## config.mk

```make
export PLATFORM = sky130hd
export DESIGN_NAME = text_console_cursor_scroll
export DESIGN_NICKNAME = d
export VERILOG_FILES = /design/src/sv/tccs_pkg.sv /design/src/sv/text_console_cursor_scroll.sv /design/src/sv/tccs_datapath.sv /design/src/sv/tccs_ctrl.sv
export VERILOG_INCLUDE_DIRS = /design/src /design/src/sv
export SDC_FILE = /design/constraint.sdc
export NUM_CORES = 1
export LEC_CHECK = 0
export BUFFER_PORTS_ARGS = -buffer_cell sky130_fd_sc_hd__buf_4
export CAP_MARGIN = 20
export CORE_MARGIN = 2
export CORE_UTILIZATION = 47
export DETAILED_ROUTE_END_ITERATION = 12
export HOLD_SLACK_MARGIN = 0.15
export PLACE_DENSITY = 0.7
export SLEW_MARGIN = 20
export SYNTH_ARGS = -nofsm -noshare
export SYNTH_HDL_FRONTEND = slang
export SYNTH_SLANG_ARGS = --single-unit
```

## constraint.sdc

```tcl
create_clock -name clock -period 5.6 [get_ports clock]
set_clock_uncertainty 0.15 [all_clocks]
set_input_delay 0.84 -clock clock [delete_from_list [all_inputs] [get_ports clock]]
set_output_delay 0.84 -clock clock [all_outputs]
set_load 0.01 [all_outputs]
```

## src/sv/assert_macros.svh

```systemverilog
// ----------------------------------------------------------------------------
// Assertion macros
// Shared concurrent assertion forms for the console cursor and scroll engine.
// ----------------------------------------------------------------------------
`ifndef ASSERT_MACROS_SVH
`define ASSERT_MACROS_SVH

// Same-cycle implication, disabled while reset is high
`define ASSERT_IMPLIES(lbl, clk, rst, ante, cons) \
   lbl: assert property (@(posedge clk) disable iff (rst) (ante) |-> (cons)) \
      else $error("assertion failed: same-cycle implication");

// Next-cycle implication, disabled while reset is high
`define ASSERT_NEXT(lbl, clk, rst, ante, cons) \
   lbl: assert property (@(posedge clk) disable iff (rst) (ante) |=> (cons)) \
      else $error("assertion failed: next-cycle implication");

`endif

```

## src/sv/tccs_pkg.sv

```systemverilog
// ----------------------------------------------------------------------------
// tccs_pkg
// Types, codes and reset constants of the text console cursor and scroll
// engine.
// ----------------------------------------------------------------------------
`timescale 1ns / 1ps

package tccs_pkg;

   // Widths of positions and fields
   localparam int POS_W  = 14;
   localparam int IDX_W  = 13;
   localparam int BYTE_W = 8;
   localparam int PROD_W = 17;
   localparam int CSR_IDX_W = 2;

   // Largest display memory in cells; the position widths are sized for it
   localparam int MAX_CELLS = 8192;

   // Register reset values
   localparam logic [BYTE_W-1:0] RESET_COLUMNS = 8'd80;
   localparam logic [BYTE_W-1:0] RESET_LINES   = 8'd25;
   localparam logic [POS_W-1:0]  RESET_BUFFER  = 14'd8192;
   // Screen end after reset: lines times columns of the reset values
   localparam logic [POS_W-1:0]  RESET_SCREEN_END = 14'd2000;

   // Configuration register indexes
   localparam logic [CSR_IDX_W-1:0] CSR_COLUMNS = 2'd0;
   localparam logic [CSR_IDX_W-1:0] CSR_LINES   = 2'd1;
   localparam logic [CSR_IDX_W-1:0] CSR_BUFFER  = 2'd2;

   // Control characters
   localparam logic [BYTE_W-1:0] CHAR_BACKSPACE = 8'd8;
   localparam logic [BYTE_W-1:0] CHAR_TAB       = 8'd9;
   localparam logic [BYTE_W-1:0] CHAR_NEWLINE   = 8'd10;

   // Remainder steps of the newline alignment, minus one
   localparam logic [BYTE_W-1:0] DIV_STEPS_M1 = 8'(POS_W - 1);

   typedef enum logic [2:0] {
      OP_WRITE_CHAR = 3'd0,
      OP_SET_CURSOR = 3'd1,
      OP_LINE_UP    = 3'd2,
      OP_LINE_DOWN  = 3'd3,
      OP_PAGE_UP    = 3'd4,
      OP_PAGE_DOWN  = 3'd5
   } op_type;

   typedef struct packed {
      logic [2:0]        operation;
      logic [BYTE_W-1:0] char_code;
      logic [BYTE_W-1:0] row;
      logic [BYTE_W-1:0] col;
   } req_type;

   typedef struct packed {
      logic              cell_write;
      logic [IDX_W-1:0]  cell_index;
      logic [BYTE_W-1:0] cell_char;
      logic [POS_W-1:0]  cursor_cell;
      logic [IDX_W-1:0]  display_origin;
   } rsp_type;

   // Commands from the controller to the datapath
   typedef struct packed {
      logic capture;
      logic exec_char;
      logic div_step;
      logic nl_fin;
      logic mul;
      logic set_fin;
      logic line_up;
      logic line_down;
      logic cnt_load;
      logic cnt_dec;
      logic load_rsp;
   } ctrl_cmd_type;

   // Status from the datapath to the controller
   typedef struct packed {
      logic [2:0] op;
      logic       is_newline;
      logic       cnt_zero;
      logic       up_ok;
      logic       down_ok;
      logic       scroll_due;
   } ctrl_status_type;

endpackage

```

## src/sv/text_console_cursor_scroll.sv

```systemverilog
// ----------------------------------------------------------------------------
// text_console_cursor_scroll
// Text console cursor and scroll engine.
// Each request transaction carries one console operation (write char, set
// cursor, line up/down, page up/down). Each yields exactly one response
// transaction with an optional character store, the cursor cell and the
// display origin, all counted in character cells.
// A request is taken only while the engine is idle; the response sits in an
// output register, so the next request is taken while it waits to be
// taken. Each operation runs from capture through the execute state to the
// done state, where the response is loaded: plain characters, tab and
// backspace pass the post state, set cursor (one 8x9 multiply) the set finish
// state; newline adds a 14-step remainder by the column count, one bit a
// cycle, and the align step before the post state; page scrolls move one
// line in each page step; line scrolls and unused codes go straight to done.
// Reset (synchronous) restores columns 80, lines 25, buffer 8192 cells,
// cursor and origin 0 and screen end 2000. A stalled response holds; the
// engine finishes its work and then waits before loading the next one.
// Configuration writes apply at once and are meant for idle periods.
// ----------------------------------------------------------------------------
`timescale 1ns / 1ps
`include "assert_macros.svh"

module text_console_cursor_scroll #(
   parameter int TAB_STEP  = 8
) (
   input  logic                            clock,
   input  logic                            reset,
   input  logic                            req_valid,
   output logic                            req_stall,
   input  tccs_pkg::req_type               req_data,
   output logic                            rsp_valid,
   input  logic                            rsp_stall,
   output tccs_pkg::rsp_type               rsp_data,
   input  logic                            csr_write_en,
   input  logic [tccs_pkg::CSR_IDX_W-1:0]  csr_index,
   input  logic [tccs_pkg::POS_W-1:0]      csr_wdata
);

   tccs_pkg::ctrl_cmd_type    cmd;
   tccs_pkg::ctrl_status_type status;

   tccs_ctrl u_ctrl (
      .clock     (clock),
      .reset     (reset),
      .req_valid (req_valid),
      .req_stall (req_stall),
      .rsp_valid (rsp_valid),
      .rsp_stall (rsp_stall),
      .status    (status),
      .cmd       (cmd)
   );

   tccs_datapath #(
      .TAB_STEP  (TAB_STEP)
   ) u_datapath (
      .clock        (clock),
      .reset        (reset),
      .cmd          (cmd),
      .status       (status),
      .req_data     (req_data),
      .csr_write_en (csr_write_en),
      .csr_index    (csr_index),
      .csr_wdata    (csr_wdata),
      .rsp_data     (rsp_data)
   );

   `ASSERT_NEXT(a_busy_after_accept, clock, reset, req_valid && !req_stall, req_stall)

endmodule

```

## src/sv/tccs_datapath.sv

```systemverilog
// ----------------------------------------------------------------------------
// tccs_datapath
// Configuration registers, cursor and scroll state, remainder unit for the
// newline alignment, set-cursor multiplier and the result register.
// ----------------------------------------------------------------------------
`timescale 1ns / 1ps

module tccs_datapath #(
   parameter int TAB_STEP  = 8
) (
   input  logic                               clock,
   input  logic                               reset,
   input  tccs_pkg::ctrl_cmd_type             cmd,
   output tccs_pkg::ctrl_status_type          status,
   input  tccs_pkg::req_type                  req_data,
   input  logic                               csr_write_en,
   input  logic [tccs_pkg::CSR_IDX_W-1:0]     csr_index,
   input  logic [tccs_pkg::POS_W-1:0]         csr_wdata,
   output tccs_pkg::rsp_type                  rsp_data
);

   localparam int POS_W  = tccs_pkg::POS_W;
   localparam int SUM_W  = POS_W + 1;
   localparam int BYTE_W = tccs_pkg::BYTE_W;
   localparam int PROD_W = tccs_pkg::PROD_W;
   localparam logic [POS_W-1:0] BUF_CAP_W = POS_W'(tccs_pkg::MAX_CELLS);
   localparam logic [SUM_W-1:0] TAB_W     = SUM_W'(TAB_STEP);

   // Configuration
   logic [BYTE_W-1:0] cols_ff, lines_ff;
   logic [POS_W-1:0]  bufc_ff;

   // Console state
   logic [POS_W-1:0]  cursor_ff, cursor_in;
   logic [POS_W-1:0]  origin_ff, origin_in;
   logic [POS_W-1:0]  send_ff, send_in;
   logic [BYTE_W-1:0] top_ff, top_in;

   // Transaction and work registers
   logic [2:0]                    op_ff;
   logic [BYTE_W-1:0]             ch_ff, row_ff, col_ff;
   logic                          wr_ff, wr_in;
   logic [tccs_pkg::IDX_W-1:0]    widx_ff, widx_in;
   logic [BYTE_W-1:0]             wch_ff, wch_in;
   logic [PROD_W-1:0]             prod_ff;
   logic [POS_W-1:0]              dvd_ff, dvd_in;
   logic [BYTE_W-1:0]             rem_ff, rem_in;
   logic [BYTE_W-1:0]             cnt_ff, cnt_in;
   tccs_pkg::rsp_type             rsp_ff;

   // Effective bounds
   logic [BYTE_W-1:0] eff_cols;
   logic [POS_W-1:0]  eff_buf;
   logic [SUM_W-1:0]  cols_s, buf_s, cursor_s, send_plus_c;
   logic              up_ok, down_ok;
   logic [BYTE_W:0]   rem_trial, rem_next;
   logic [PROD_W:0]   set_pos;

   assign eff_cols = (cols_ff == '0) ? BYTE_W'(1) : cols_ff;
   assign eff_buf  = (bufc_ff == '0) ? POS_W'(1) :
                     ((bufc_ff > BUF_CAP_W) ? BUF_CAP_W : bufc_ff);

   assign cols_s      = SUM_W'(eff_cols);
   assign buf_s       = SUM_W'(eff_buf);
   assign cursor_s    = SUM_W'(cursor_ff);
   assign send_plus_c = SUM_W'(send_ff) + cols_s;
   assign up_ok       = (send_plus_c <= buf_s);
   assign down_ok     = (origin_ff >= POS_W'(eff_cols));

   // One restoring remainder step per cycle
   assign rem_trial = {rem_ff, dvd_ff[POS_W-1]};
   assign rem_next  = (rem_trial >= {1'b0, eff_cols}) ? rem_trial - {1'b0, eff_cols}
                                                      : rem_trial;

   assign set_pos = (PROD_W+1)'(prod_ff) + (PROD_W+1)'(col_ff);

   // Next state of cursor, scroll state, store and remainder unit
   always_comb begin
      cursor_in = cursor_ff;
      origin_in = origin_ff;
      send_in   = send_ff;
      top_in    = top_ff;
      wr_in     = wr_ff;
      widx_in   = widx_ff;
      wch_in    = wch_ff;
      dvd_in    = dvd_ff;
      rem_in    = rem_ff;
      cnt_in    = cnt_ff;

      if (cmd.capture) begin
         wr_in   = 1'b0;
         widx_in = '0;
         wch_in  = '0;
      end

      if (cmd.exec_char) begin
         case (ch_ff)
            tccs_pkg::CHAR_NEWLINE: begin
               if (cursor_s + cols_s < buf_s) begin
                  cursor_in = cursor_ff + POS_W'(eff_cols);
                  dvd_in    = cursor_ff + POS_W'(eff_cols);
               end else begin
                  dvd_in = cursor_ff;
               end
               rem_in = '0;
               cnt_in = tccs_pkg::DIV_STEPS_M1;
            end
            tccs_pkg::CHAR_TAB: begin
               if (cursor_s + TAB_W < buf_s) begin
                  cursor_in = cursor_ff + POS_W'(TAB_STEP);
               end
            end
            tccs_pkg::CHAR_BACKSPACE: begin
               if (cursor_ff != '0) begin
                  cursor_in = cursor_ff - POS_W'(1);
               end
            end
            default: begin
               if (cursor_ff < eff_buf) begin
                  wr_in     = 1'b1;
                  widx_in   = cursor_ff[tccs_pkg::IDX_W-1:0];
                  wch_in    = ch_ff;
                  cursor_in = cursor_ff + POS_W'(1);
               end
            end
         endcase
      end

      if (cmd.div_step) begin
         rem_in = rem_next[BYTE_W-1:0];
         dvd_in = {dvd_ff[POS_W-2:0], 1'b0};
         cnt_in = cnt_ff - BYTE_W'(1);
      end

      // Align to column zero
      if (cmd.nl_fin) begin
         cursor_in = cursor_ff - POS_W'(rem_ff);
      end

      // Saturate the set-cursor position at the buffer end
      if (cmd.set_fin) begin
         cursor_in = (set_pos > (PROD_W+1)'(eff_buf)) ? eff_buf : set_pos[POS_W-1:0];
      end

      if (cmd.line_up && up_ok) begin
         origin_in = origin_ff + POS_W'(eff_cols);
         send_in   = send_plus_c[POS_W-1:0];
         top_in    = top_ff + BYTE_W'(1);
      end

      if (cmd.line_down && down_ok) begin
         origin_in = origin_ff - POS_W'(eff_cols);
         send_in   = (send_ff >= POS_W'(eff_cols)) ? send_ff - POS_W'(eff_cols) : '0;
         top_in    = top_ff - BYTE_W'(1);
      end

      if (cmd.cnt_load) begin
         cnt_in = lines_ff;
      end
      if (cmd.cnt_dec) begin
         cnt_in = cnt_ff - BYTE_W'(1);
      end
   end

   // Configuration registers
   always_ff @(posedge clock) begin
      if (reset) begin
         cols_ff  <= tccs_pkg::RESET_COLUMNS;
         lines_ff <= tccs_pkg::RESET_LINES;
         bufc_ff  <= tccs_pkg::RESET_BUFFER;
      end else if (csr_write_en) begin
         case (csr_index)
            tccs_pkg::CSR_COLUMNS: cols_ff  <= csr_wdata[BYTE_W-1:0];
            tccs_pkg::CSR_LINES:   lines_ff <= csr_wdata[BYTE_W-1:0];
            tccs_pkg::CSR_BUFFER:  bufc_ff  <= csr_wdata;
            default: ;
         endcase
      end
   end

   // Console state
   always_ff @(posedge clock) begin
      if (reset) begin
         cursor_ff <= '0;
         origin_ff <= '0;
         send_ff   <= tccs_pkg::RESET_SCREEN_END;
         top_ff    <= '0;
      end else begin
         cursor_ff <= cursor_in;
         origin_ff <= origin_in;
         send_ff   <= send_in;
         top_ff    <= top_in;
      end
   end

   // Transaction payload and work registers
   always_ff @(posedge clock) begin
      if (cmd.capture) begin
         op_ff  <= req_data.operation;
         ch_ff  <= req_data.char_code;
         row_ff <= req_data.row;
         col_ff <= req_data.col;
      end
      if (cmd.mul) begin
         prod_ff <= PROD_W'(eff_cols) * PROD_W'({1'b0, top_ff} + {1'b0, row_ff});
      end
      if (cmd.load_rsp) begin
         rsp_ff.cell_write     <= wr_ff;
         rsp_ff.cell_index     <= widx_ff;
         rsp_ff.cell_char      <= wch_ff;
         rsp_ff.cursor_cell    <= cursor_ff;
         rsp_ff.display_origin <= origin_ff[tccs_pkg::IDX_W-1:0];
      end
      wr_ff   <= wr_in;
      widx_ff <= widx_in;
      wch_ff  <= wch_in;
      dvd_ff  <= dvd_in;
      rem_ff  <= rem_in;
      cnt_ff  <= cnt_in;
   end

   assign status.op         = op_ff;
   assign status.is_newline = (ch_ff == tccs_pkg::CHAR_NEWLINE);
   assign status.cnt_zero   = (cnt_ff == '0);
   assign status.up_ok      = up_ok;
   assign status.down_ok    = down_ok;
   assign status.scroll_due = (cursor_ff >= send_ff);

   assign rsp_data = rsp_ff;

endmodule

```

## src/sv/tccs_ctrl.sv

```systemverilog
// ----------------------------------------------------------------------------
// tccs_ctrl
// Controller of the console engine: sequences one operation through the
// datapath and hands the result to the output register.
// ----------------------------------------------------------------------------
`timescale 1ns / 1ps
`include "assert_macros.svh"

module tccs_ctrl (
   input  logic                       clock,
   input  logic                       reset,
   input  logic                       req_valid,
   output logic                       req_stall,
   output logic                       rsp_valid,
   input  logic                       rsp_stall,
   input  tccs_pkg::ctrl_status_type  status,
   output tccs_pkg::ctrl_cmd_type     cmd
);

   typedef enum logic [2:0] {
      S_IDLE,
      S_EXEC,
      S_DIV,
      S_NL_FIN,
      S_SET_FIN,
      S_POST,
      S_PAGE,
      S_DONE
   } state_type;

   state_type state_ff, state_in;
   logic      rsp_valid_ff, rsp_valid_in;
   logic      page_ok;

   assign page_ok = (status.op == tccs_pkg::OP_PAGE_UP) ? status.up_ok : status.down_ok;

   // Next state and commands
   always_comb begin
      cmd          = '0;
      state_in     = state_ff;
      rsp_valid_in = rsp_valid_ff && rsp_stall;
      case (state_ff)
         S_IDLE: begin
            if (req_valid) begin
               cmd.capture = 1'b1;
               state_in    = S_EXEC;
            end
         end
         S_EXEC: begin
            case (status.op)
               tccs_pkg::OP_WRITE_CHAR: begin
                  cmd.exec_char = 1'b1;
                  state_in      = status.is_newline ? S_DIV : S_POST;
               end
               tccs_pkg::OP_SET_CURSOR: begin
                  cmd.mul  = 1'b1;
                  state_in = S_SET_FIN;
               end
               tccs_pkg::OP_LINE_UP: begin
                  cmd.line_up = 1'b1;
                  state_in    = S_DONE;
               end
               tccs_pkg::OP_LINE_DOWN: begin
                  cmd.line_down = 1'b1;
                  state_in      = S_DONE;
               end
               tccs_pkg::OP_PAGE_UP, tccs_pkg::OP_PAGE_DOWN: begin
                  cmd.cnt_load = 1'b1;
                  state_in     = S_PAGE;
               end
               default: begin
                  state_in = S_DONE;
               end
            endcase
         end
         S_DIV: begin
            cmd.div_step = 1'b1;
            if (status.cnt_zero) begin
               state_in = S_NL_FIN;
            end
         end
         S_NL_FIN: begin
            cmd.nl_fin = 1'b1;
            state_in   = S_POST;
         end
         S_POST: begin
            // Scroll once when the cursor reached or ran past the screen end
            cmd.line_up = status.scroll_due;
            state_in    = S_DONE;
         end
         S_SET_FIN: begin
            cmd.set_fin = 1'b1;
            state_in    = S_DONE;
         end
         S_PAGE: begin
            if (status.cnt_zero || !page_ok) begin
               state_in = S_DONE;
            end else begin
               cmd.line_up   = (status.op == tccs_pkg::OP_PAGE_UP);
               cmd.line_down = (status.op != tccs_pkg::OP_PAGE_UP);
               cmd.cnt_dec   = 1'b1;
            end
         end
         S_DONE: begin
            // Hold until the output register is free
            if (!rsp_valid_ff || !rsp_stall) begin
               cmd.load_rsp = 1'b1;
               rsp_valid_in = 1'b1;
               state_in     = S_IDLE;
            end
         end
         default: begin
            state_in = S_IDLE;
         end
      endcase
   end

   always_ff @(posedge clock) begin
      if (reset) begin
         state_ff     <= S_IDLE;
         rsp_valid_ff <= 1'b0;
      end else begin
         state_ff     <= state_in;
         rsp_valid_ff <= rsp_valid_in;
      end
   end

   assign req_stall = (state_ff != S_IDLE);
   assign rsp_valid = rsp_valid_ff;

   `ASSERT_IMPLIES(a_load_only_when_free, clock, reset, cmd.load_rsp, !(rsp_valid_ff && rsp_stall))
   `ASSERT_IMPLIES(a_rsp_rise_from_done, clock, reset, $rose(rsp_valid_ff), $past(state_ff == S_DONE))
   `ASSERT_IMPLIES(a_div_only_newline, clock, reset, state_ff == S_DIV, (status.op == tccs_pkg::OP_WRITE_CHAR) && status.is_newline)

endmodule

```

* Yosys cells after proc, flatten, opt, wreduce, memory -nomap -nowiden
Cells that the tools add are included.
Storage, ports and cells: memory bits (writable) 0, memory bits (read-only) 0, input port bits 48, bits in registers 229, output and inout bits 51, memories 0, word-level logic and storage cells 185, bits in latches 0
Operators by class: bitwise gates (word level) 0, add/subtract/negate cells 17, muxes and demuxes 73, eq/ne operators 24, div/mod/pow operators 0, multiply operators 1, shift operators 0, reductions and logical operators 34, $lt $le $gt $ge 10
Operators with widths (count):
- $mux 14 | 18
- $mux 8 | 16
- $mux 13 | 4
- $pmux 14 s3 | 1
- $sub 14x8->14 | 3
- $add 14x8->15 | 2
- $lt 15x14->1 | 2
- $add 14x8->14 | 2
- $ge 14x8->1 | 2
- $eq 8x4->1 const B | 3
- $mux 1 | 24
- $pmux 3 s7 | 1
- $add 17x8->18 | 1
- $eq 3x3->1 const B | 6
- $gt 18x14->1 | 1
- $mul 8x17->17 | 1
- $logic_not 8->1 | 2
- $sub 8x1->8 const B | 2
- $add 14x4->15 const B | 1
- $le 15x14->1 | 1
- $mux 3 | 5
- $add 14x1->14 const B | 1
- $add 14x4->14 const B | 1
- $ge 14x14->1 | 1
- 34 further kinds | 58

* Longest topological paths before layout
Gate-level depths: netlist (run 1).
depth in word-level cells 12, depth in mapped cells 26, gate-level depth less buffers 24

* Hierarchy
Synthesis (run 1) repeated with hierarchy kept, for this count alone.
Second synthesis, totals: cell total of the unflattened synthesis 2017, area, all modules 18535.3 um^2
Modules (own cells, without submodules):
- tccs_datapath | cells each 1961, area an instance 18142.4 um^2, instances 1, sequential area each 5725.5 um^2
- tccs_ctrl | cells each 56, area an instance 392.9 um^2, instances 1, sequential area each 80.1 um^2

* Worst setup path before layout (run 1)
Ideal clock, no wire load.
path kind reg2reg, from register u_datapath.row_ff[0], to register u_datapath.prod_ff[16] (data pin), cell stages (with the launch flop) 24, required time 5190 ps, slack -73 ps, setup time 260 ps, buffers on the path 0, data arrival time 5264 ps, cell sequence edfxtp_1 -> ha_1 -> fa_1 -> a21oi_1 -> nor2_1 -> nor2_1 -> o21bai_1 -> a21oi_1 -> o21bai_1 -> a21oi_1 -> nand2b_1 -> fa_1 -> fa_1 -> inv_1 -> fa_1 -> fa_1 -> ha_1 -> nand3_1 -> nand2_1 -> a41oi_1 -> a21oi_1 -> a21o_1 -> a21oi_1 -> xnor2_1
On the way: cells in the longest elaborated chain, start to end 2
Ends and longest elaborated chain:
- start, declared | line tccs_datapath.sv:41 | logic [BYTE_W-1:0] ch_ff, row_ff, col_ff;
- start signal, assigned | line tccs_datapath.sv:201 | row_ff <= req_data.row;
- $add 8x8->9 | line tccs_datapath.sv:205 | prod_ff <= PROD_W'(eff_cols) * PROD_W'({1'b0, top_ff} + {1'b0, row_ff});
- $mul 8x17->17 | line tccs_datapath.sv:205
- end signal, assigned | line tccs_datapath.sv:205
- end, declared | line tccs_datapath.sv:45 | logic [PROD_W-1:0] prod_ff;
Every way passes these cells. A chain may end at the register's enable or synchronous reset.

* Final worst setup path (run 1)
from register u_datapath.row_ff[1], to register u_datapath.prod_ff[16] (data pin)
Same word-level chain as after synthesis.

==> results of run 1 <==
[logic make-up (layout without fill, tap and decap cells)]
| family | count (synthesis) | count (layout) | synth area share (%) |
|---|---|---|---|
| adder cells (fa/ha/maj) | 263 | 263 | 20.71 |
| flip-flops | 229 | 229 | 32.60 |
| AND/OR/NAND/NOR | 637 | 637 | 17.27 |
| XOR/XNOR | 117 | 117 | 5.753 |
| AO/OA/AOI/OAI | 465 | 465 | 16.84 |
| multiplexers | 36 | 36 | 2.058 |
| buffers and inverters | 220 | 369 | 4.770 |
[area by class of cell]
class	instances	area, µm²
Clock inverter	12	100.1
Fill cell	3373	16800
Multi-Input combinational cell	1518	11430
Inverter	145	549.3
Tap cell	511	639.4
Sequential cell	229	5806
Timing Repair Buffer	173	1315
Clock buffer	39	850.8
[worst min-delay path by stage]
stage,start,to,slack [ps],depth (start not counted)
after floorplan,u_datapath.wch_ff[0]$_DFF_P_,u_datapath.rsp_data[27]$_DFFE_PP_,260,0
after global placement,u_datapath.wch_ff[2]$_DFF_P_,u_datapath.rsp_data[29]$_DFFE_PP_,260,0
after detailed placement,u_datapath.wch_ff[2]$_DFF_P_,u_datapath.rsp_data[29]$_DFFE_PP_,270,0
after CTS,u_datapath.widx_ff[1]$_DFF_P_,u_datapath.rsp_data[36]$_DFFE_PP_,280,0
after global routing,req_data[20],u_datapath.ch_ff[4]$_DFFE_PP_,290,1
final,u_datapath.widx_ff[1]$_DFF_P_,u_datapath.rsp_data[36]$_DFFE_PP_,280,0
[power by group through the flow]
stage / logic [µW] / registers [µW] / clock network (µW)
2_1_floorplan: 1780 / 2120 / 0
3_3_place_gp: 2480 / 2150 / 0
3_5_place_dp: 2550 / 2160 / 0
4_1_cts: 2590 / 2120 / 1890
5_1_grt: 3010 / 2140 / 1950
6_report: 2750 / 2120 / 1860
[registers in the layout, indices dropped and copies added, names as in the netlist, 13 cells and up]
name	count
u_datapath.prod_ff	17
u_datapath.send_ff	14
u_datapath.dvd_ff	14
u_datapath.widx_ff	13
u_datapath.rsp_data	49
u_datapath.origin_ff	14
u_datapath.cursor_ff	14
u_datapath.bufc_ff	14
[critical path, stage by stage, from the launching register on]
cell and delay (ps):
edfxtp_1 430, ha_1 300, a21o_1 170, a21oi_2 160, o21bai_1 100, a21oi_2 210, buf_4 140, o21bai_1 70
a21oi_2 180, xnor2_2 170, nand2_1 100, fa_1 450, fa_1 490, inv_1 50, fa_1 460, fa_1 550
ha_4 220, nand3_1 80, nand2_1 90, a41oi_2 230, a21oi_2 100, a21o_1 170, a21oi_2 130, xnor2_1 70
[routing by layer]
metal / global-route usage [%] / wire [µm] / vias to the layer above
met4: 10.48 / 2095 / 0
met1: 33.82 / 21490 / 7353
li1: - / - / 7290
met3: 4.273 / 4012 / 141
met5: 0 / 0 / -
met2: 44.24 / 24640 / 591
[cell usage in the layout (no fill, tap or decap), types with 7 or more instances in the layout]
cell       synthesis  routed
o21ai_0          118     113
and2_1            37      36
ha_1             210     202
o211ai_1          13      13
dfxtp_1          107     107
nor3_1            32      31
o22ai_1            8       8
a221oi_1          12      12
or3_1             15      14
xor2_1            42      42
o221ai_1           8       8
a31oi_1           12      11
clkbuf_16          0      32
a21oi_1          136     122
nor2_1           146     144
edfxtp_1         122     122
a21o_1            28      28
nand2_1          220     220
nand2b_1          24      24
inv_1            144     143
buf_4              1     171
xnor2_1           75      71
nand4_1           16      16
mux2i_1           31      31
nand3_1           35      34
o21bai_1          13      13
nor2b_1           29      29
a211oi_1          22      22
nor4_1            21      20
a21oi_2            1      14
and3_1            15      14
o21a_1            14      14
or2_2              7       7
o31ai_1            7       7
fa_1              53      51
[metrics by stage]
step                util [%]  instances
finish                 55.19       2627
global route           55.19       2627
CTS                    54.66       2624
detailed placement     51.95       2572
global placement       51.95       2572
floorplan                  -       1967
[repair_timing]
item / 4_1_cts / 5_1_grt
buffers inserted: 1 / 3
pin swaps: 4 / 31
gates resized for setup: 10 / 33
endpoints found under the setup margin: 3 / 44
==> impl_metrics.csv, run 1 <==
group,metric,value,unit
status,status,"complete, no violations",
critical_path,timing.rr.start,"u_datapath.row_ff[1]$_DFFE_PP_",
die,core,37490,µm²
route,vias,15380,
global_routing,grt_antenna_before_repair,1,
route,wl_per_cell,19.88,µm
place,hpwl,38.98,mm
power_and_ir_drop,p_per_area,325.5,nW/µm²
clocking,cts_hold_buf,0,
power_and_ir_drop,intPower,4243,µW
synth,synthArstFlopShare,0,%
timing,timing.fmax,181.2,MHz
power_and_ir_drop,p_sw,2493,µW
place,pre_cts_ws,-232.7,ps
timing,timing.final.ws_setup,80.49,ps
critical_path,cp.required,5750,ps
power_and_ir_drop,ir_drop,0.0003216,V
route,vias_per_cell,5.853,
clocking,cts_tree,"built",
synth,avgSynthCellArea,9.055,µm²
clocking,ctsHtreeMaxLevel,1,
power_and_ir_drop,swShare,37.01,%
run,max-cap-violations,0,
critical_path,worstSetupStartpointType,"flop",
power_and_ir_drop,seq_power_share,31.5,%
route,dr.first_iter.drc_count,1340,
timing,fin_crit_sh,98.56,%
global_routing,grt_pass1_wl,80.94,mm
place,gp_congestion,0.9463,
global_routing,grt_start_max_net_pins,66,
critical_path,worstSetupPathType,"flop to flop",
place,place_area,19480,µm²
die,start_util,47.51,%
cells_and_area,stdcell_area,20690,µm²
timing,setup_tns,0,ps
synth,ys_seq_area_share,32.60,%
route,drc,0,
critical_path,worstRegToRegCells,23,
die,rows,71,
synth,synth_most_common_cell,"nand2_1",
clocking,cts-root-buf,"clkbuf_16",
critical_path,crit_arrival,5670,ps
critical_path,reg2reg_slack,80,ps
die,fp.dieH,198.7,µm
timing,finalSetupViolCount,0,
synth,synth_area_leaders,"edfxtp_1, ha_1, dfxtp_1",
critical_path,cp_max_fo,4,
synth,synth_common_cells,"nand2_1, ha_1, nor2_1",
cells_and_area,antennaDiodeCount,0,
power_and_ir_drop,power_frac_clock,27.7,%
critical_path,regToRegEndpoint,"u_datapath.prod_ff[16]$_DFFE_PP_",
power_and_ir_drop,leakage,0.008874,µW
timing,hold_violations,0,
synth,yosysUniqueCellTypes,90,
die,io_pins,99,
cells_and_area,area_growth,16.16,%
power_and_ir_drop,total_power,6736,µW
synth,ys_ff_latch,229,
critical_path,crit_path_end,"u_datapath.prod_ff[16]$_DFFE_PP_",
global_routing,grt_usage,26.32,%
timing,rsz0062_at_grt,"true",
global_routing,first_global_vias,15070,
clocking,cts_buffers,28,
synth,ys.warnings.count,0,
synth,syn-cell-area,17810,µm²
timing,slew_violations,0,
route,drt-total-wl,52.24,mm
timing,period_needed,5520,ps
route,ant_nets,0,
clocking,clkSlewWorstSetupHoldPaths,70,ps
synth,yosys.area.top_type_share,20.57,%
global_routing,overflow,0,
synth,synth_fp_nets,2278,
timing,holdWs,279.4,ps
clocking,insertion_delay,580,ps
critical_path,crit_path_end_kind,"flop",
die,die-area,39470,µm²
synth,syn_inst,1967,
synth,synth_top_area_cell,"edfxtp_1",
critical_path,cp-startpoint,"u_datapath.row_ff[1]$_DFFE_PP_",
die,die_x,198.7,µm
power_and_ir_drop,pwr-share-comb,40.8,%
clocking,max-clock-path-buffers,3,
synth,ys.flop_type,"edfxtp_1",
timing,tightest_slew,929.5,ps
min_path,hold_path.class,"flop to flop",
clocking,cts.sinks,229,
route,drt-pass1-iter-count,10,
synth,synth-edff-count,122,
cells_and_area,nNetsFinal,2406,
place,portBuffers,98,
timing,slew_headroom,37.76,%
cells_and_area,drive_gt1_share,13.80,%
Power figures use the tool's default switching activity.
==> run 2: changes to the inputs <==
--- a/config.mk
+++ b/config.mk
@@ -9,10 +9,10 @@
 export BUFFER_PORTS_ARGS = -buffer_cell sky130_fd_sc_hd__buf_4
 export CAP_MARGIN = 20
 export CORE_MARGIN = 2
-export CORE_UTILIZATION = 47
+export CORE_UTILIZATION = 46
 export DETAILED_ROUTE_END_ITERATION = 12
 export HOLD_SLACK_MARGIN = 0.15
-export PLACE_DENSITY = 0.7
+export PLACE_DENSITY = 0.69
 export SLEW_MARGIN = 20
 export SYNTH_ARGS = -nofsm -noshare
 export SYNTH_HDL_FRONTEND = slang
==> run 2 against run 1 <==
Final cell count up 0.46%. Register-to-register slack worse by 50 ps. Critical path depth down 1. Setup slack worse by 48 ps. Combinational power up 3%. Hold slack worse by 0.53 ps. Sequential share of layout area down 0.17 points. Flip-flop and latch count unchanged. Sequential power about the same. Via count up 1.1%. Critical endpoint is now u_datapath.prod_ff[15]$_DFFE_PP_. Largest power group unchanged.
==> impl_metrics.csv, run 2 (same netlist as run 1, synthesis figures left out) <==
group,metric,value,unit
place,portBuffers,98,
route,drc,0,
route,drt-total-wl,52.94,mm
min_path,hold_path.class,"flop to flop",
timing,timing.fmax,179.6,MHz
place,place_area,19450,µm²
cells_and_area,antennaDiodeCount,0,
timing,fin_crit_sh,99.42,%
cells_and_area,area_growth,16.86,%
route,wl_per_cell,20.06,µm
power_and_ir_drop,intPower,4380,µW
critical_path,regToRegEndpoint,"u_datapath.prod_ff[15]$_DFFE_PP_",
cells_and_area,nNetsFinal,2411,
min_path,hp-start,"u_datapath.widx_ff[5]$_DFF_P_",
critical_path,crit_family,"adder cells",
critical_path,worstSetupStartpointType,"flop",
critical_path,crit_path_end_kind,"flop",
cells_and_area,drive_gt1_share,14.29,%
cells_and_area,stdcell_area,20810,µm²
route,ant_nets,0,
power_and_ir_drop,swShare,36.73,%
critical_path,timing.rr.start,"u_datapath.row_ff[1]$_DFFE_PP_",
global_routing,first_global_vias,15200,
place,gp_congestion,0.9374,
cells_and_area,stdcell_count,2639,
global_routing,grt_antenna_before_repair,0,
critical_path,crit_chain,"ha_1 -> a21o_1 -> a21oi_2 -> o21bai_1 -> a21oi_2 -> xnor2_1 -> buf_4 -> nand2_1 -> fa_1 -> fa_1 -> inv_1 -> fa_1 -> fa_1 -> ha_1 -> inv_2 -> a21oi_2 -> o21ai_4 -> a21oi_2 -> nand4_1 -> nand3_2 -> o41ai_4 -> xnor2_1",
critical_path,cp_max_fo,7,
clocking,cts-root-buf,"clkbuf_16",
cells_and_area,final_common_cell,"nand2_1",
cells_and_area,largest_reg_flops,49,
die,core,38470,µm²
die,die-area,40310,µm²
power_and_ir_drop,power_frac_clock,28.2,%
global_routing,overflow,0,
global_routing,grt_usage,25.46,%
die,io_pins,99,
die,start_util,46.30,%
critical_path,crit_path_max_incr_delay,490,ps
cells_and_area,layout_common_cells,"nand2_1, ha_1, buf_4",
global_routing,grt_pass1_wl,81.64,mm
critical_path,worstSetupPathType,"flop to flop",
status,status,"complete, no violations",
power_and_ir_drop,pwr-share-comb,40.9,%
clocking,clkSlewWorstSetupHoldPaths,60,ps
global_routing,grt_start_max_net_pins,68,
clocking,insertion_delay,560,ps
power_and_ir_drop,p_sw,2543,µW
min_path,holdPathEnd,"u_datapath.rsp_data[40]$_DFFE_PP_",
power_and_ir_drop,p_per_area,332.6,nW/µm²
clocking,max-clock-path-buffers,3,
critical_path,crit_arrival,5710,ps
critical_path,path_depth,22,
min_path,holdPathStages,0,
clocking,ctsHtreeMaxLevel,1,
route,vias,15550,
timing,setup_tns,0,ps
place,hpwl,39.09,mm
timing,holdWs,278.9,ps
route,dr.first_iter.drc_count,1233,
timing,finalSetupViolCount,0,
critical_path,cp_slowest_cell,"fa_1",
route,drt-pass1-iter-count,6,
clocking,cts.sinks,229,
power_and_ir_drop,leakage,0.008917,µW
timing,period_needed,5568,ps
timing,rsz0062_at_grt,"true",
clocking,cts_tree,"built",
critical_path,critPathBufInv,3,
timing,hold_violations,0,
place,dp_cells,2577,
critical_path,reg2reg_slack,30,ps
critical_path,worstRegToRegCells,22,
run,max-cap-violations,0,
cells_and_area,fin_util,54.11,%
critical_path,cp.required,5740,ps
timing,slew_violations,0,
die,rows,72,
die,die_x,200.8,µm
route,vias_per_cell,5.891,
timing,tightest_slew,875.2,ps
timing,slew_headroom,41.65,%
die,fp.dieH,200.8,µm
power_and_ir_drop,seq_power_share,30.9,%
clocking,cts_buffers,28,
power_and_ir_drop,ir_drop,0.0002681,V
## run 2: cell count changes in the layout (fill, tap and decap cells not counted), moves of 2 or more
cell       change
nand2b_1       -2
inv_2          +2
o21ai_4        +2
clkbuf_16      -3
bufinv_16      +4
buf_4          +6
nand2_1        -2
nand2b_4       +2
clkinv_4       +3
xnor2_1        +2
inv_1          -2
## run 2: area by class of cell
cell class	instances	area [µm²]
fill	3452	17650
clock inverter	17	236.5
clock buffer	34	764.5
sequential	229	5806
tap	518	648.1
timing repair buffer	178	1340
multi-input combinational	1518	11470
inverter	145	549.3
## run 2: per-stage QoR
stage	power [µW]	worst slack (ps)
2_1_floorplan	3905	7.841
3_3_place_gp	4656	-128.9
3_5_place_dp	4736	-194.9
4_1_cts	6750	10.32
5_1_grt	7300	-226.9
6_report	6923	32.36
## run 2: layer usage
| metal | wire length [µm] | share of wire [%] | track usage, % |
|---|---|---|---|
| met1 | 21840 | 41 | 32.42 |
| met2 | 24920 | 47 | 43.03 |
| met3 | 3925 | 7.4 | 4.140 |
| met4 | 2252 | 4.3 | 10.58 |
| met5 | 0 | 0 | 0 |
## run 2: worst reg2reg max path: stages (launching register included)
cell,delay [ps]
edfxtp_1,420
ha_1,320
a21o_1,190
a21oi_2,160
o21bai_1,100
a21oi_2,180
xnor2_1,150
buf_4,180
nand2_1,80
fa_1,480
fa_1,490
inv_1,50
fa_1,470
fa_1,480
ha_1,340
inv_2,70
a21oi_2,50
o21ai_4,170
a21oi_2,90
nand4_1,110
nand3_2,120
o41ai_4,330
xnor2_1,110
## run 2: repair_timing
action,in CTS,in global routing
endpoints found under the setup margin,3,49
hold buffers,0,0
setup buffers,4,9
endpoints found under the hold margin,0,0
gates resized for setup,10,45
pin swaps,5,37
## run 2: worst max-delay path by stage
stage          slack [ps]                      startpoint                               end
2_1_floorplan           8  u_datapath.row_ff[0]$_DFFE_PP_  u_datapath.prod_ff[16]$_DFFE_PP_
3_3_place_gp         -130  u_datapath.row_ff[0]$_DFFE_PP_  u_datapath.prod_ff[16]$_DFFE_PP_
3_5_place_dp         -190  u_datapath.row_ff[0]$_DFFE_PP_  u_datapath.prod_ff[16]$_DFFE_PP_
4_1_cts                10  u_datapath.row_ff[0]$_DFFE_PP_  u_datapath.prod_ff[12]$_DFFE_PP_
5_1_grt              -230  u_datapath.row_ff[1]$_DFFE_PP_  u_datapath.prod_ff[16]$_DFFE_PP_
6_report               30  u_datapath.row_ff[1]$_DFFE_PP_  u_datapath.prod_ff[15]$_DFFE_PP_
## run 2: power groups by stage
stage	clock network [µW]	registers [µW]	logic, µW
detailed placement	0	2170	2570
CTS	1980	2130	2640
finish	1950	2140	2830
global route	2040	2150	3100
floorplan	0	2120	1780
global placement	0	2160	2490
==> run 3: changes to the inputs <==
--- a/config.mk
+++ b/config.mk
@@ -6,7 +6,7 @@
 export SDC_FILE = /design/constraint.sdc
 export NUM_CORES = 1
 export LEC_CHECK = 0
-export BUFFER_PORTS_ARGS = -buffer_cell sky130_fd_sc_hd__buf_4
+export BUFFER_PORTS_ARGS = -buffer_cell sky130_fd_sc_hd__buf_2
 export CAP_MARGIN = 20
 export CORE_MARGIN = 2
 export CORE_UTILIZATION = 46
==> run 3 against run 2 <==
Count of clock-buffer cells in the layout is 3 higher. Via count down 1.5%. Setup slack improved by 15 ps. Core utilization fell by 0.75 points. Highest routed layer is now met5.
==> impl_metrics.csv, run 3 (same netlist as run 1, synthesis figures left out) <==
group,metric,value,unit
die,die-area,40310,µm²
cells_and_area,drive_gt1_share,14.43,%
timing,rsz0062_at_grt,"true",
critical_path,cp_max_fo,4,
critical_path,worstRegToRegCells,24,
place,portBuffers,98,
route,drt-total-wl,52.10,mm
place,gp_congestion,0.9539,
place,pre_cts_ws,-163.4,ps
timing,fin_crit_sh,99.15,%
clocking,max-clock-path-buffers,3,
place,hpwl,38.80,mm
die,die_x,200.8,µm
die,start_util,46.30,%
route,vias_per_cell,5.806,
timing,holdWs,278.5,ps
timing,period_needed,5553,ps
power_and_ir_drop,ir_drop,0.0002669,V
min_path,holdPathEnd,"u_datapath.rsp_data[37]$_DFFE_PP_",
critical_path,worstSetupPathType,"flop to flop",
global_routing,first_global_vias,15050,
route,wl_per_cell,19.75,µm
power_and_ir_drop,power_frac_clock,27.4,%
run,max-cap-violations,0,
power_and_ir_drop,leakage,0.008829,µW
route,drt-pass1-iter-count,5,
power_and_ir_drop,p_sw,2499,µW
power_and_ir_drop,seq_power_share,31.5,%
die,core,38470,µm²
cells_and_area,largest_reg_flops,49,
critical_path,timing.rr.start,"u_datapath.row_ff[0]$_DFFE_PP_",
cells_and_area,final_common_cell,"nand2_1",
global_routing,grt_antenna_before_repair,1,
global_routing,overflow,0,
die,rows,72,
cells_and_area,area_growth,15.24,%
route,vias,15320,
min_path,holdPathStages,0,
cells_and_area,layout_common_cells,"nand2_1, ha_1, nor2_1",
timing,slew_headroom,33.54,%
clocking,cts_hold_buf,0,
cells_and_area,nNetsFinal,2411,
critical_path,crit_path_end_kind,"flop",
critical_path,crit_arrival,5710,ps
route,drc,0,
clocking,cts_buffers,27,
power_and_ir_drop,swShare,36.86,%
global_routing,grt_pass1_wl,80.58,mm
critical_path,cp-startpoint,"u_datapath.row_ff[0]$_DFFE_PP_",
global_routing,grt_start_max_net_pins,67,
timing,timing.final.ws_setup,47.44,ps
timing,tightest_slew,992.6,ps
critical_path,regToRegEndpoint,"u_datapath.prod_ff[16]$_DFFE_PP_",
clocking,clkSlewWorstSetupHoldPaths,60,ps
min_path,hold_path.class,"flop to flop",
clocking,insertion_delay,560,ps
min_path,hp-start,"u_datapath.widx_ff[2]$_DFF_P_",
critical_path,crit_top_cell,"a21oi_2",
cells_and_area,antennaDiodeCount,0,
critical_path,cp.required,5750,ps
die,io_pins,99,
route,dr.first_iter.drc_count,1062,
clocking,cts.sinks,229,
die,fp.dieH,200.8,µm
timing,hold_violations,0,
critical_path,crit_path_max_incr_delay,580,ps
global_routing,grt_usage,25.23,%
clocking,cts_tree,"built",
power_and_ir_drop,p_per_area,330.3,nW/µm²
critical_path,worstSetupStartpointType,"flop",
timing,timing.fmax,180.1,MHz
critical_path,cp_slowest_cell,"fa_1",
timing,slew_violations,0,
route,ant_nets,0,
clocking,cts-root-buf,"clkbuf_16",
critical_path,crit_chain,"ha_2 -> fa_2 -> a21oi_2 -> nor2_1 -> nor2_1 -> o21bai_1 -> a21oi_2 -> buf_4 -> o21bai_4 -> a21oi_2 -> nand2b_4 -> fa_1 -> fa_1 -> inv_1 -> fa_1 -> fa_1 -> ha_4 -> nand3_2 -> nand2_2 -> a41oi_2 -> a21oi_2 -> a21o_1 -> a21oi_2 -> xnor2_1",
timing,finalSetupViolCount,0,
critical_path,reg2reg_slack,50,ps
cells_and_area,nFillCells,3492,
power_and_ir_drop,intPower,4280,µW
status,status,"complete, no violations",
clocking,ctsHtreeMaxLevel,1,
power_and_ir_drop,pwr-share-comb,41.1,%
[run 3: power groups by stage]
stage	combinational [µW]	sequential (µW)	clock (µW)
2_1_floorplan	1780	2120	0
3_3_place_gp	2460	2160	0
3_5_place_dp	2520	2170	0
4_1_cts	2590	2130	1890
5_1_grt	3070	2150	1960
6_report	2780	2130	1860
[run 3: routing by layer]
layer  part of all wire (%)  global-route usage, %  vias to the layer above
li1                       -                      -                     7290
met1                     42                  32.07                     7270
met2                     46                  41.75                      583
met3                    7.9                  4.821                      171
met4                    4.5                  11.35                        2
met5                  0.025                 0.2381                        -
[run 3: worst max-delay path by stage]
stage / cells past startpoint / end
finish: 24 / u_datapath.prod_ff[16]$_DFFE_PP_
floorplan: 23 / u_datapath.prod_ff[16]$_DFFE_PP_
global route: 24 / u_datapath.prod_ff[16]$_DFFE_PP_
detailed placement: 23 / u_datapath.prod_ff[16]$_DFFE_PP_
CTS: 24 / u_datapath.prod_ff[16]$_DFFE_PP_
global placement: 23 / u_datapath.prod_ff[16]$_DFFE_PP_
[run 3: worst max-delay path, delay by kind of cell (launching register included)]
kind                       cells  cell delay, ps
AOI/OAI and AO/OA              9            1250
adders and majority gates      7            2780
buffers and inverters          2             210
xor gates and xnor gates       1              70
DFF                            1             370
and+or+nand+nor                5             460
[run 3: cell type report]
cell class,instances,area [µm²],share of cell area (%)
Clock inverter,12,135.1,0.6583
Tap cell,518,648.1,3.158
Timing Repair Buffer,179,1110,5.407
Multi-Input combinational cell,1518,11460,55.84
Inverter,145,549.3,2.676
Sequential cell,229,5806,28.28
Clock buffer,37,817.0,3.981
[run 3: repair_timing]
item | CTS | global route
pin swaps | 5 | 26
endpoints found under the setup margin | 3 | 57
setup buffers | 2 | 8
resized for setup | 11 | 45
[run 3: metrics by stage]
stage	std cells	utilization, %	TNS [ps]	cell area [µm²]	total power (µW)
floorplan	1967	-	0	17830	3905
global placement	2580	49.99	-192.5	19230	4625
detailed placement	2580	49.99	-327.9	19230	4691
CTS	2631	52.67	-3.005	20260	6610
global route	2638	53.36	-399.6	20530	7183
finish	2638	53.36	0	20530	6779
